===== src/hdl/pattr_pkg.sv =====
`timescale 1ns / 1ps
`default_nettype none
// ----------------------------------------------------------------------------
// pattr_pkg
// Shared types and constants for the pinch and triple-tap recognizer.
// ----------------------------------------------------------------------------
package pattr_pkg;

    localparam int OPER_W     = 16;
    localparam int SPAN_W     = 21;
    localparam int CFG_IDX_W  = 3;
    localparam int CFG_DATA_W = 16;

    localparam logic [CFG_IDX_W-1:0] CFG_PINCH_THR   = 3'd0;
    localparam logic [CFG_IDX_W-1:0] CFG_PINCH_CD    = 3'd1;
    localparam logic [CFG_IDX_W-1:0] CFG_TAP_MAX     = 3'd2;
    localparam logic [CFG_IDX_W-1:0] CFG_INTER_TAP   = 3'd3;
    localparam logic [CFG_IDX_W-1:0] CFG_TRIPLE_CD   = 3'd4;
    localparam logic [CFG_IDX_W-1:0] CFG_TAP_MOVE    = 3'd5;

    localparam logic [CFG_DATA_W-1:0] RST_PINCH_THR  = 16'd40;
    localparam logic [CFG_DATA_W-1:0] RST_PINCH_CD   = 16'd600;
    localparam logic [CFG_DATA_W-1:0] RST_TAP_MAX    = 16'd400;
    localparam logic [CFG_DATA_W-1:0] RST_INTER_TAP  = 16'd600;
    localparam logic [CFG_DATA_W-1:0] RST_TRIPLE_CD  = 16'd700;
    localparam logic [CFG_DATA_W-1:0] RST_TAP_MOVE   = 16'd40;

    localparam logic [1:0] TAPS_FOR_TOGGLE = 2'd3;

    localparam logic signed [1:0] ZOOM_NONE = 2'sb00;
    localparam logic signed [1:0] ZOOM_IN   = 2'sb01;
    localparam logic signed [1:0] ZOOM_OUT  = 2'sb11;

    typedef struct packed {
        logic        frame_ok;
        logic        new_data;
        logic [3:0]  touch_count;
        logic [15:0] first_x;
        logic [15:0] first_y;
        logic [15:0] second_x;
        logic [15:0] second_y;
        logic [31:0] now_ms;
    } t_in_item;

    typedef struct packed {
        logic signed [1:0] zoom_step;
        logic              mode_toggle;
    } t_out_item;

endpackage : pattr_pkg
`default_nettype wire


===== src/hdl/pinch_and_triple_tap_recognizer.sv =====
`timescale 1ns / 1ps
`default_nettype none
// ----------------------------------------------------------------------------
// pinch_and_triple_tap_recognizer
// Pinch-zoom and triple-tap recognizer over decoded touch frames.
// Two-finger frames pass decide, squaring and the bit-serial square root;
//   released-finger tap checks pass decide, squaring and the tap compare;
//   other frames go from decide to push. One frame in flight at a time.
// Reset: synchronous active-low, restores registers and tracking state,
//   no clearing pass.
// ----------------------------------------------------------------------------
module pinch_and_triple_tap_recognizer #(
    parameter int COORD_BITS     = 16,
    parameter int SPAN_FRAC_BITS = 4,
    parameter int TIME_BITS      = 32
) (
    input  wire logic                              i_clk,
    input  wire logic                              i_rst_n,
    input  wire logic                              i_in_valid,
    output logic                                   o_in_stall,
    input  wire pattr_pkg::t_in_item               i_in_data,
    output logic                                   o_out_valid,
    input  wire logic                              i_out_stall,
    output pattr_pkg::t_out_item                   o_out_data,
    input  wire logic                              i_cfg_valid,
    output logic                                   o_cfg_ready,
    input  wire logic [pattr_pkg::CFG_IDX_W-1:0]   i_cfg_index,
    input  wire logic [pattr_pkg::CFG_DATA_W-1:0]  i_cfg_data
);
    import pattr_pkg::*;

    localparam int ACC_W  = 2 * OPER_W + 1;
    localparam int RAD_W  = 2 * COORD_BITS + 1 + 2 * SPAN_FRAC_BITS;
    localparam int ROOT_W = (RAD_W + 1) / 2;
    localparam int EXT_W  = ROOT_W + SPAN_W;
    localparam int THR_W  = CFG_DATA_W + SPAN_FRAC_BITS;
    localparam int CMP_W  = (SPAN_W > THR_W) ? SPAN_W : THR_W;

    typedef enum logic [3:0] {
        S_IDLE, S_DECIDE, S_SQ_A, S_SQ_B, S_SQ_C, S_SQ_D,
        S_ROOT_GO, S_ROOT, S_PINCH, S_TAP, S_PUSH
    } t_state;

    t_state r_state, n_state;

    logic [CFG_DATA_W-1:0] r_thr, r_zoom_cd, r_tap_max, r_gap_max, r_tri_cd, r_move;

    logic                  r_ok, r_fresh;
    logic [3:0]            r_cnt;
    logic [COORD_BITS-1:0] r_x0, r_y0, r_x1, r_y1;
    logic [TIME_BITS-1:0]  r_now;

    logic                  r_pinch_active, n_pinch_active;
    logic [SPAN_W-1:0]     r_prior_span, n_prior_span;
    logic [TIME_BITS-1:0]  r_zoom_time, n_zoom_time;
    logic                  r_finger_down, n_finger_down;
    logic [TIME_BITS-1:0]  r_down_time, n_down_time;
    logic [COORD_BITS-1:0] r_down_x, n_down_x, r_down_y, n_down_y;
    logic [COORD_BITS-1:0] r_recent_x, n_recent_x, r_recent_y, n_recent_y;
    logic [1:0]            r_tap_tally, n_tap_tally;
    logic [TIME_BITS-1:0]  r_tap_time, n_tap_time;
    logic [TIME_BITS-1:0]  r_triple_time, n_triple_time;

    logic                  r_pinch_path, n_pinch_path;
    logic [ACC_W-1:0]      r_acc, n_acc;
    logic signed [1:0]     r_res_zoom, n_res_zoom;
    logic                  r_res_toggle, n_res_toggle;
    t_out_item             r_out, n_out;
    logic                  r_out_valid, n_out_valid;

    logic                  in_take;
    logic [OPER_W-1:0]     sq_a, sq_b;
    logic [2*OPER_W-1:0]   sq_out;
    logic                  sqrt_start, sqrt_done;
    logic [RAD_W-1:0]      radicand;
    logic [ROOT_W-1:0]     root;
    logic [EXT_W-1:0]      root_ext;
    logic [SPAN_W-1:0]     span, mag;
    logic [THR_W-1:0]      thr_sh;
    logic                  mag_ok;
    logic [TIME_BITS-1:0]  zoom_el, down_el, gap_el, tri_el;
    logic [1:0]            tally_base, tally_inc;

    assign in_take     = i_in_valid && (r_state == S_IDLE);
    assign o_in_stall  = !i_rst_n || (r_state != S_IDLE);
    assign o_cfg_ready = i_rst_n;
    assign o_out_valid = r_out_valid;
    assign o_out_data  = r_out;
    assign sqrt_start  = (r_state == S_ROOT_GO);
    assign radicand    = RAD_W'(r_acc[2*COORD_BITS:0]) << (2 * SPAN_FRAC_BITS);

    always_comb begin
        sq_a = '0;
        sq_b = '0;
        unique case (r_state)
            S_SQ_A: begin
                sq_a = r_pinch_path ? OPER_W'(r_x0) : OPER_W'(r_recent_x);
                sq_b = r_pinch_path ? OPER_W'(r_x1) : OPER_W'(r_down_x);
            end
            S_SQ_B: begin
                sq_a = r_pinch_path ? OPER_W'(r_y0) : OPER_W'(r_recent_y);
                sq_b = r_pinch_path ? OPER_W'(r_y1) : OPER_W'(r_down_y);
            end
            S_SQ_C: begin
                sq_a = r_move;
            end
            default: begin
                sq_a = '0;
            end
        endcase
    end

    pattr_sq u_sq (
        .i_clk (i_clk),
        .i_a   (sq_a),
        .i_b   (sq_b),
        .o_sq  (sq_out)
    );

    pattr_isqrt #(
        .RAD_W (RAD_W)
    ) u_isqrt (
        .i_clk      (i_clk),
        .i_rst_n    (i_rst_n),
        .i_start    (sqrt_start),
        .i_radicand (radicand),
        .o_done     (sqrt_done),
        .o_root     (root)
    );

    always_comb begin
        root_ext   = EXT_W'(root);
        span       = (|root_ext[EXT_W-1:SPAN_W]) ? {SPAN_W{1'b1}} : root_ext[SPAN_W-1:0];
        mag        = (span >= r_prior_span) ? (span - r_prior_span) : (r_prior_span - span);
        thr_sh     = THR_W'(r_thr) << SPAN_FRAC_BITS;
        mag_ok     = (CMP_W'(mag) >= CMP_W'(thr_sh));
        zoom_el    = r_now - r_zoom_time;
        down_el    = r_now - r_down_time;
        gap_el     = r_now - r_tap_time;
        tri_el     = r_now - r_triple_time;
        tally_base = ((r_tap_tally != 2'd0) && (gap_el > TIME_BITS'(r_gap_max))) ?
                     2'd0 : r_tap_tally;
        tally_inc  = tally_base + 2'd1;
    end

    always_comb begin
        n_state        = r_state;
        n_pinch_active = r_pinch_active;
        n_prior_span   = r_prior_span;
        n_zoom_time    = r_zoom_time;
        n_finger_down  = r_finger_down;
        n_down_time    = r_down_time;
        n_down_x       = r_down_x;
        n_down_y       = r_down_y;
        n_recent_x     = r_recent_x;
        n_recent_y     = r_recent_y;
        n_tap_tally    = r_tap_tally;
        n_tap_time     = r_tap_time;
        n_triple_time  = r_triple_time;
        n_pinch_path   = r_pinch_path;
        n_acc          = r_acc;
        n_res_zoom     = r_res_zoom;
        n_res_toggle   = r_res_toggle;
        n_out          = r_out;
        n_out_valid    = r_out_valid && i_out_stall;

        unique case (r_state)
            S_IDLE: begin
                if (in_take) begin
                    n_state = S_DECIDE;
                end
            end
            S_DECIDE: begin
                n_res_zoom   = ZOOM_NONE;
                n_res_toggle = 1'b0;
                n_state      = S_PUSH;
                if (!r_ok) begin
                    n_pinch_active = 1'b0;
                    n_prior_span   = '0;
                end else if (r_fresh) begin
                    if (r_cnt >= 4'd2) begin
                        n_finger_down = 1'b0;
                        n_tap_tally   = 2'd0;
                        n_pinch_path  = 1'b1;
                        n_state       = S_SQ_A;
                    end else begin
                        n_pinch_active = 1'b0;
                        n_prior_span   = '0;
                        if (r_cnt == 4'd1) begin
                            if (!r_finger_down) begin
                                n_finger_down = 1'b1;
                                n_down_time   = r_now;
                                n_down_x      = r_x0;
                                n_down_y      = r_y0;
                            end
                            n_recent_x = r_x0;
                            n_recent_y = r_y0;
                        end else if (r_finger_down) begin
                            n_finger_down = 1'b0;
                            if (down_el <= TIME_BITS'(r_tap_max)) begin
                                n_pinch_path = 1'b0;
                                n_state      = S_SQ_A;
                            end
                        end
                    end
                end
            end
            S_SQ_A: begin
                n_state = S_SQ_B;
            end
            S_SQ_B: begin
                n_state = S_SQ_C;
            end
            S_SQ_C: begin
                n_acc   = ACC_W'(sq_out);
                n_state = S_SQ_D;
            end
            S_SQ_D: begin
                n_acc   = r_acc + ACC_W'(sq_out);
                n_state = r_pinch_path ? S_ROOT_GO : S_TAP;
            end
            S_ROOT_GO: begin
                n_state = S_ROOT;
            end
            S_ROOT: begin
                if (sqrt_done) begin
                    n_state = S_PINCH;
                end
            end
            S_PINCH: begin
                n_prior_span = span;
                if (!r_pinch_active) begin
                    n_pinch_active = 1'b1;
                end else if ((zoom_el >= TIME_BITS'(r_zoom_cd)) && mag_ok) begin
                    n_zoom_time = r_now;
                    n_res_zoom  = (span > r_prior_span) ? ZOOM_IN : ZOOM_OUT;
                end
                n_state = S_PUSH;
            end
            S_TAP: begin
                if (r_acc <= ACC_W'(sq_out)) begin
                    n_tap_time  = r_now;
                    n_tap_tally = tally_inc;
                    if (tally_inc >= TAPS_FOR_TOGGLE) begin
                        n_tap_tally = 2'd0;
                        if (tri_el >= TIME_BITS'(r_tri_cd)) begin
                            n_triple_time = r_now;
                            n_res_toggle  = 1'b1;
                        end
                    end
                end
                n_state = S_PUSH;
            end
            S_PUSH: begin
                if (!r_out_valid || !i_out_stall) begin
                    n_out.zoom_step   = r_res_zoom;
                    n_out.mode_toggle = r_res_toggle;
                    n_out_valid       = 1'b1;
                    n_state           = S_IDLE;
                end
            end
            default: begin
                n_state = S_IDLE;
            end
        endcase
    end

    always_ff @(posedge i_clk) begin
        if (!i_rst_n) begin
            r_state        <= S_IDLE;
            r_thr          <= RST_PINCH_THR;
            r_zoom_cd      <= RST_PINCH_CD;
            r_tap_max      <= RST_TAP_MAX;
            r_gap_max      <= RST_INTER_TAP;
            r_tri_cd       <= RST_TRIPLE_CD;
            r_move         <= RST_TAP_MOVE;
            r_pinch_active <= 1'b0;
            r_prior_span   <= '0;
            r_zoom_time    <= '0;
            r_finger_down  <= 1'b0;
            r_down_time    <= '0;
            r_down_x       <= '0;
            r_down_y       <= '0;
            r_recent_x     <= '0;
            r_recent_y     <= '0;
            r_tap_tally    <= 2'd0;
            r_tap_time     <= '0;
            r_triple_time  <= '0;
            r_pinch_path   <= 1'b0;
            r_out_valid    <= 1'b0;
        end else begin
            r_state        <= n_state;
            r_pinch_active <= n_pinch_active;
            r_prior_span   <= n_prior_span;
            r_zoom_time    <= n_zoom_time;
            r_finger_down  <= n_finger_down;
            r_down_time    <= n_down_time;
            r_down_x       <= n_down_x;
            r_down_y       <= n_down_y;
            r_recent_x     <= n_recent_x;
            r_recent_y     <= n_recent_y;
            r_tap_tally    <= n_tap_tally;
            r_tap_time     <= n_tap_time;
            r_triple_time  <= n_triple_time;
            r_pinch_path   <= n_pinch_path;
            r_out_valid    <= n_out_valid;
            if (i_cfg_valid) begin
                unique case (i_cfg_index)
                    CFG_PINCH_THR: r_thr     <= i_cfg_data;
                    CFG_PINCH_CD:  r_zoom_cd <= i_cfg_data;
                    CFG_TAP_MAX:   r_tap_max <= i_cfg_data;
                    CFG_INTER_TAP: r_gap_max <= i_cfg_data;
                    CFG_TRIPLE_CD: r_tri_cd  <= i_cfg_data;
                    CFG_TAP_MOVE:  r_move    <= i_cfg_data;
                    default: begin
                    end
                endcase
            end
        end
        r_acc        <= n_acc;
        r_res_zoom   <= n_res_zoom;
        r_res_toggle <= n_res_toggle;
        r_out        <= n_out;
        if (in_take) begin
            r_ok    <= i_in_data.frame_ok;
            r_fresh <= i_in_data.new_data;
            r_cnt   <= i_in_data.touch_count;
            r_x0    <= i_in_data.first_x[COORD_BITS-1:0];
            r_y0    <= i_in_data.first_y[COORD_BITS-1:0];
            r_x1    <= i_in_data.second_x[COORD_BITS-1:0];
            r_y1    <= i_in_data.second_y[COORD_BITS-1:0];
            r_now   <= i_in_data.now_ms[TIME_BITS-1:0];
        end
    end

    a_one_event: assert property (@(posedge i_clk) disable iff (!i_rst_n)
        o_out_valid |-> !(o_out_data.mode_toggle && (o_out_data.zoom_step != ZOOM_NONE)))
        else $error("zoom step and mode toggle in one result");

    a_zoom_code: assert property (@(posedge i_clk) disable iff (!i_rst_n)
        o_out_valid |-> (o_out_data.zoom_step != 2'sb10))
        else $error("illegal zoom step code");

    a_tally_range: assert property (@(posedge i_clk) disable iff (!i_rst_n)
        r_tap_tally != TAPS_FOR_TOGGLE)
        else $error("tap tally reached toggle count");

    a_one_in_flight: assert property (@(posedge i_clk) disable iff (!i_rst_n)
        (i_in_valid && !o_in_stall) |=> o_in_stall)
        else $error("request taken while previous one in progress");

    a_root_done: assert property (@(posedge i_clk) disable iff (!i_rst_n)
        sqrt_done |-> (r_state == S_ROOT))
        else $error("square root finished outside its wait state");

endmodule : pinch_and_triple_tap_recognizer
`default_nettype wire


===== src/hdl/pattr_sq.sv =====
`timescale 1ns / 1ps
`default_nettype none
// ----------------------------------------------------------------------------
// pattr_sq
// Shared two-stage unit: absolute difference, then square.
// ----------------------------------------------------------------------------
module pattr_sq (
    input  wire logic                          i_clk,
    input  wire logic [pattr_pkg::OPER_W-1:0]   i_a,
    input  wire logic [pattr_pkg::OPER_W-1:0]   i_b,
    output logic      [2*pattr_pkg::OPER_W-1:0] o_sq
);
    import pattr_pkg::*;

    logic [OPER_W-1:0]   r_diff;
    logic [2*OPER_W-1:0] r_sq;

    always_ff @(posedge i_clk) begin
        r_diff <= (i_a > i_b) ? (i_a - i_b) : (i_b - i_a);
        r_sq   <= r_diff * r_diff;
    end

    assign o_sq = r_sq;

endmodule : pattr_sq
`default_nettype wire


===== src/hdl/pattr_isqrt.sv =====
`timescale 1ns / 1ps
`default_nettype none
// ----------------------------------------------------------------------------
// pattr_isqrt
// Integer square root, restoring method, one root bit per cycle.
// ----------------------------------------------------------------------------
module pattr_isqrt #(
    parameter int RAD_W = 41
) (
    input  wire logic                       i_clk,
    input  wire logic                       i_rst_n,
    input  wire logic                       i_start,
    input  wire logic [RAD_W-1:0]           i_radicand,
    output logic                            o_done,
    output logic      [(RAD_W+1)/2-1:0]     o_root
);
    localparam int ROOT_W = (RAD_W + 1) / 2;
    localparam int PAD_W  = 2 * ROOT_W;
    localparam int CNT_W  = $clog2(ROOT_W + 1);

    logic [PAD_W-1:0]  r_rad;
    logic [ROOT_W:0]   r_rem;
    logic [ROOT_W-1:0] r_root;
    logic [CNT_W-1:0]  r_cnt;
    logic              r_done;

    logic [ROOT_W+2:0] rem_sh;
    logic [ROOT_W+2:0] trial;
    logic [ROOT_W+2:0] rem_dif;
    logic              take;

    always_comb begin
        rem_sh  = {r_rem, r_rad[PAD_W-1 -: 2]};
        trial   = (ROOT_W+3)'({r_root, 2'b01});
        take    = (rem_sh >= trial);
        rem_dif = take ? (rem_sh - trial) : rem_sh;
    end

    always_ff @(posedge i_clk) begin
        if (!i_rst_n) begin
            r_cnt  <= '0;
            r_done <= 1'b0;
        end else begin
            r_done <= 1'b0;
            if (i_start) begin
                r_rad  <= PAD_W'(i_radicand);
                r_rem  <= '0;
                r_root <= '0;
                r_cnt  <= CNT_W'(ROOT_W);
            end else if (r_cnt != '0) begin
                r_rad  <= r_rad << 2;
                r_rem  <= rem_dif[ROOT_W:0];
                r_root <= {r_root[ROOT_W-2:0], take};
                r_cnt  <= r_cnt - CNT_W'(1);
                r_done <= (r_cnt == CNT_W'(1));
            end
        end
    end

    assign o_done = r_done;
    assign o_root = r_root;

endmodule : pattr_isqrt
`default_nettype wire


===== config.mk =====
export PLATFORM = sky130hd
export DESIGN_NAME = pinch_and_triple_tap_recognizer
export DESIGN_NICKNAME = d
export VERILOG_FILES = /design/src/hdl/pattr_pkg.sv /design/src/hdl/pinch_and_triple_tap_recognizer.sv /design/src/hdl/pattr_sq.sv /design/src/hdl/pattr_isqrt.sv
export SDC_FILE = /design/constraint.sdc
export NUM_CORES = 2
export LEC_CHECK = 0
export ABC_AREA = 1
export BUFFER_PORTS_ARGS = -buffer_cell sky130_fd_sc_hd__clkbuf_2
export CORE_ASPECT_RATIO = 0.6
export CORE_MARGIN = 2
export CORE_UTILIZATION = 50
export DETAILED_ROUTE_END_ITERATION = 6
export PLACE_DENSITY = 0.66
export SLEW_MARGIN = 30
export SYNTH_ARGS = -nofsm -noshare
export SYNTH_HDL_FRONTEND = slang
export SYNTH_SLANG_ARGS = --single-unit

===== constraint.sdc =====
create_clock -name i_clk -period 14.45 [get_ports i_clk]
set_clock_uncertainty 0.05 [all_clocks]
set_input_delay 4.335 -clock i_clk [delete_from_list [all_inputs] [get_ports i_clk]]
set_output_delay 4.335 -clock i_clk [all_outputs]
set_load 0.005 [all_outputs]

; Yosys cells after proc, flatten, opt, wreduce, memory -nomap -nowiden
; Index checks and enable logic that the tools add are counted.
[classes]
addsub = 12
mul = 1
order_cmp = 12
eq_ne = 31
mux = 58
n_bitwise = 4
n_reduce_logical = 43
[ops]
columns = cell, count
row1 = 32-bit subtractor, 4
row2 = 21-bit two-way mux, 5
row3 = 16-bit two-way mux, 5
row4 = 33-bit case mux with 2 select lines, 1
row5 = 32-bit by 16-bit greater-or-equal comparator with 1-bit output, 2
row6 = 16-bit case mux with 3 select lines, 1
row7 = 22-bit two-way mux, 2
row8 = 42-bit two-way mux, 1
row9 = 21-bit case mux with 2 select lines, 1
row10 = 21-bit subtractor, 2
row11 = 41-bit two-way mux, 1
row12 = 4-bit two-way mux, 10
row13 = 4-bit case mux with 10 select lines, 1
row14 = 33-bit by 32-bit adder with 33-bit output, 1
row15 = 33-bit by 32-bit less-or-equal comparator with 1-bit output, 1
row16 = 32-bit by 16-bit greater-than comparator with 1-bit output, 1
row17 = 32-bit by 16-bit less-or-equal comparator with 1-bit output, 1
row18 = 16-bit by 16-bit multiplier with 32-bit output, 1
row19 = 16-bit case mux with 2 select lines, 1
row20 = 16-bit subtractor, 2
row21 = 24-bit by 23-bit greater-or-equal comparator with 1-bit output, 1
row22 = "2-bit != test, second input constant", 11
row23 = 22-bit subtractor, 1
row24 = 21-bit by 20-bit greater-or-equal comparator with 1-bit output, 1
row25 = other kinds (38), 103
[word_totals]
ff_bits = 597

; Logic depth before layout (Yosys ltp)
[depth]
ltp_word = 9
ltp_mapped = 31

; Cells and area by module
; From an unflattened synthesis, not the netlist that was laid out.
[hier_totals]
cells_unflattened = 7517
area_unflattened_um2 = 50708.6
[by_module_without_submodules]
columns = module, instances, cells_each, area_each_um2, seq_area_each_um2
row1 = pinch_and_triple_tap_recognizer, 1, 5189, 34016.4, 10620.2
row2 = pattr_sq, 1, 1594, 11141.9, 940.9
row3 = pattr_isqrt, 1, 734, 5550.3, 2672.6

; Worst setup path after synthesis
; OpenSTA, ideal clock, no wires.
[synth_timing]
path_kind = in2reg
from = in i_in_valid
to = reg r_cnt[0] (enable)
arrival_ns = 11.265
t_required_ns = 13.712
slack_ns = 2.447
path_stages = 2
cell_sequence = inv_1 nor3_1
[synth_via]
elab_chain_len = 1
[synth_lines]
columns = element, line
row1 = "start, declared", pinch_and_triple_tap_recognizer.sv:19  ; input wire logic i_in_valid,
row2 = 1-bit logical AND, pinch_and_triple_tap_recognizer.sv:84  ; assign in_take = i_in_valid && (r_state == S_IDLE);
row3 = via in_take, pinch_and_triple_tap_recognizer.sv:71  ; logic in_take;
row4 = "end signal, assigned", pinch_and_triple_tap_recognizer.sv:327  ; r_cnt <= i_in_data.touch_count;
row5 = "end, declared", pinch_and_triple_tap_recognizer.sv:49  ; logic [3:0] r_cnt;
; The timed path passes the listed nets, and every way through them passes these cells.
; A chain may end at the register's enable or synchronous reset.

; Final worst setup path
[layout_timing]
from = in i_rst_n
to = out o_in_stall
[layout_via]
elab_chain_len = 2
[layout_lines]
columns = element, line
row1 = "start, declared", pinch_and_triple_tap_recognizer.sv:18  ; input wire logic i_rst_n,
row2 = 1-bit logical NOT, -
row3 = 1-bit logical OR, pinch_and_triple_tap_recognizer.sv:85  ; assign o_in_stall = !i_rst_n || (r_state != S_IDLE);
row4 = "end, declared", pinch_and_triple_tap_recognizer.sv:20  ; output logic o_in_stall,
; No other way between the ends.

==> impl_metrics.py <==
metrics = {
    "run_status": {
        "status": "complete, but fails checks",
        "violations": "DRC",
    },
    "timing": {
        "period_needed_ns": 9.400,
        "hold_viol_final": 0,
        "tightestPinTransition_ns": 1.155,
        "fin_crit_sh": 0.6505,
        "fmax_mhz": 106.4,
        "finalSetupViolCount": 0,
        "tns_ns": 0,
        "rsz0062_at_grt": "no",
        "slew-limit-headroom": 0.2220,
        "drv_slew": 0,
    },
    "cts": {
        "clk_latency_ns": 0.68,
        "cts.path.max_buffers": 3,
        "post_cts_resized": 0,
        "cts-root-buf": "clkbuf_16",
        "cts.sinks": 590,
        "clk_pin_slew_ns": 0.07,
        "cts_max_level": 2,
        "cts_tree": "done",
        "postCtsSetupRepairBufs": 0,
        "numCtsBuffers": 61,
        "cts-hold-fix-buffers": 0,
    },
    "drt": {
        "drtAntennaViolNets": 0,
        "num_vias": 43180,
        "wl_per_cell_um": 18.27,
        "vias_per_cell": 5.358,
        "drc": 1,
        "drt_first_pass_iters": 7,
        "detail_route.iter0.violations": 4928,
        "wirelength_um": 147200,
    },
    "logic_synthesis": {
        "ys_seq_area_frac": 0.2931,
        "ys_types": 65,
        "synth_fp_nets": 7476,
        "synth_top_area_share": 0.1560,
        "yosys_register_bits": 590,
        "synth_edf_count": 218,
        "yosys-top-cells-area": "dfxtp_1 (16%), edfxtp_1 (14%), nand2_1 (13%)",
        "syn_avg_cell_area_um2": 7.112,
        "netlist_instances": 6713,
        "syn-cell-area_um2": 47740,
        "synth_ff_type": "dfxtp_1",
        "synth_top_area_cell": "dfxtp_1",
        "yosys_warnings": 0,
        "synthArstFlopShare": 0,
    },
    "floorplanning": {
        "io-pin-count": 132,
        "fp-row-count": 87,
        "fp.dieW_um": 402.9,
        "die_height_um": 243.4,
        "die_area_um2": 98060,
        "initial_core_util": 0.5065,
        "core_um2": 94270,
    },
    "power_and_ir_drop": {
        "p_clk_frac": 0.200,
        "p_switching_mw": 3.972,
        "pwr-share-seq": 0.291,
        "ir_worst_vdd_v": 0.0001465,
        "p_int_mw": 4.476,
        "power_density_nw_per_um2": 163.6,
        "total_power_mw": 8.447,
        "p_sw_frac": 0.4702,
        "pwr-share-comb": 0.509,
        "p_leak_nw": 25.64,
    },
    "final_layout": {
        "multiInputGateArea_um2": 28450,
        "fin_nets": 7522,
        "most-common-layout-cells": "nand2_1 (1654), inv_1 (1192), nor2_1 (681)",
        "n_fill_cell": 9199,
        "drive_gt1_frac": 0.05358,
        "fin_area_um2": 51620,
        "syn2layout_area_growth_pct": 8.121,
        "layout_commonest_cell": "nand2_1",
        "regArea_um2": 13990,
        "final_util": 0.5476,
    },
    "global_route": {
        "grt_pass1_vias": 39110,
        "grt_max_degree": 105,
        "grt_overflow_total": 0,
        "antenna_found_initial": 8,
        "grt_usage": 0.2955,
        "grt_pass1_wl_um": 226800,
    },
    "worst_setup_path": {
        "crit_type": "primary input to output pin",
        "worstPathArrival_ns": 5.02,
        "crit_fanout": 81,
        "critPathRequiredTime_ns": 10.06,
        "cp-start-kind": "primary input",
        "end_kind": "output pin",
    },
    "placement": {
        "place_area_um2": 49500,
        "gp_congestion": 0.9914,
        "hpwl_um": 115800,
        "io_buffers": 131,
    },
    "run": {
        "cap_viol_max_count": 0,
    },
    "min_path": {
        "hold_class": "register to register",
    },
}
-- flip-flops by register name, summed over array words and instances (netlist names), 21 cells and up --
register	flops
r_acc	33
r_down_time	32
r_now	32
r_prior_span	21
r_tap_time	32
r_triple_time	32
r_zoom_time	32
u_isqrt.o_root	21
u_isqrt.r_rad	34
u_isqrt.r_rem	22
u_sq.o_sq	31
-- cell usage after synthesis (13+ instances only) --
cell / n
o21a_1: 13
o21bai_1: 22
o21ai_0: 371
a31oi_1: 15
inv_1: 1193
dfxtp_1: 372
a21oi_1: 494
o211ai_1: 23
ha_1: 465
xnor2_1: 46
xor2_1: 129
a21oi_2: 29
a21o_1: 21
nand3_1: 272
o21ai_1: 16
nand4_1: 50
nand3b_1: 19
nand2_1: 1655
a211oi_1: 44
clkbuf_1: 137
buf_2: 28
edfxtp_1: 218
nor3_1: 69
fa_1: 172
nor2_1: 687
-- per-stage QoR --
step / hold slack [ns] / instances / worst slack, ns
floorplan: 0.2790 / 6713 / 2.447
global placement: 0.3536 / 7939 / 5.027
detailed placement: 0.3744 / 7941 / 5.011
CTS: 0.3986 / 8057 / 5.012
global route: 0.4041 / 8059 / 4.960
finish: 0.3884 / 8059 / 5.050
-- worst max-delay path, stage by stage --
cell,delay [ns]
buf_6,0.41
nand2_1,0.13
clkbuf_2,0.13
-- final cells by class --
type                    instances  area share
diodes                          1  0.00004848
clock buffers                  77     0.03211
clock inverters                39    0.008241
inverters                    1208     0.08784
multi-input cells            4730      0.5512
flip-flops and latches        590      0.2711
well taps                    1246     0.03020
repair buffers                168     0.01929
-- power by group through the flow --
| stage | combinational [mW] | clock, mW | sequential [mW] |
|---|---|---|---|
| finish | 4.30 | 1.69 | 2.45 |
| global route | 4.86 | 1.78 | 2.47 |
| CTS | 4.20 | 1.72 | 2.43 |
| detailed placement | 4.17 | 0 | 2.46 |
| global placement | 4.11 | 0 | 2.46 |
| floorplan | 3.21 | 0 | 2.29 |
-- per-layer routing --
layer | vias up | GRT usage | routed length, µm
met4 | 2 | 0.04979 | 2296
met3 | 149 | 0.1197 | 20470
met2 | 1775 | 0.3544 | 49980
li1 | 21420 | - | -
met1 | 19840 | 0.4769 | 74480
met5 | - | 0.002924 | 8
-- worst paths after layout --
kind,startpoint,endpoint,slack (ns),depth (start not counted)
min,r_res_zoom[0]$_SDFFCE_PN0P_,o_out_data[1]$_DFFE_PP_,0.39,0
max reg2reg,u_sq.r_diff[5]$_DFF_P_,u_sq.o_sq[27]$_DFF_P_,7.70,20
min reg2reg,r_res_zoom[0]$_SDFFCE_PN0P_,o_out_data[1]$_DFFE_PP_,0.39,0
max,i_rst_n,o_in_stall,5.05,3
-- kinds of logic (layout without fill, tap and decap cells) --
kind of cell,count (synthesis),in the layout,share of synthesized area
XOR/XNOR,175,175,0.03210
flip-flops,590,590,0.2931
AO/OA/AOI/OAI,1092,1092,0.1267
adder cells (fa/ha/maj),637,637,0.1940
AND/OR/NAND/NOR,2813,2813,0.2388
multiplexers,13,13,0.002830
buffers and inverters,1393,1492,0.1126
other,0,1,0
Note: power is estimated with default switching activity, not from simulation.
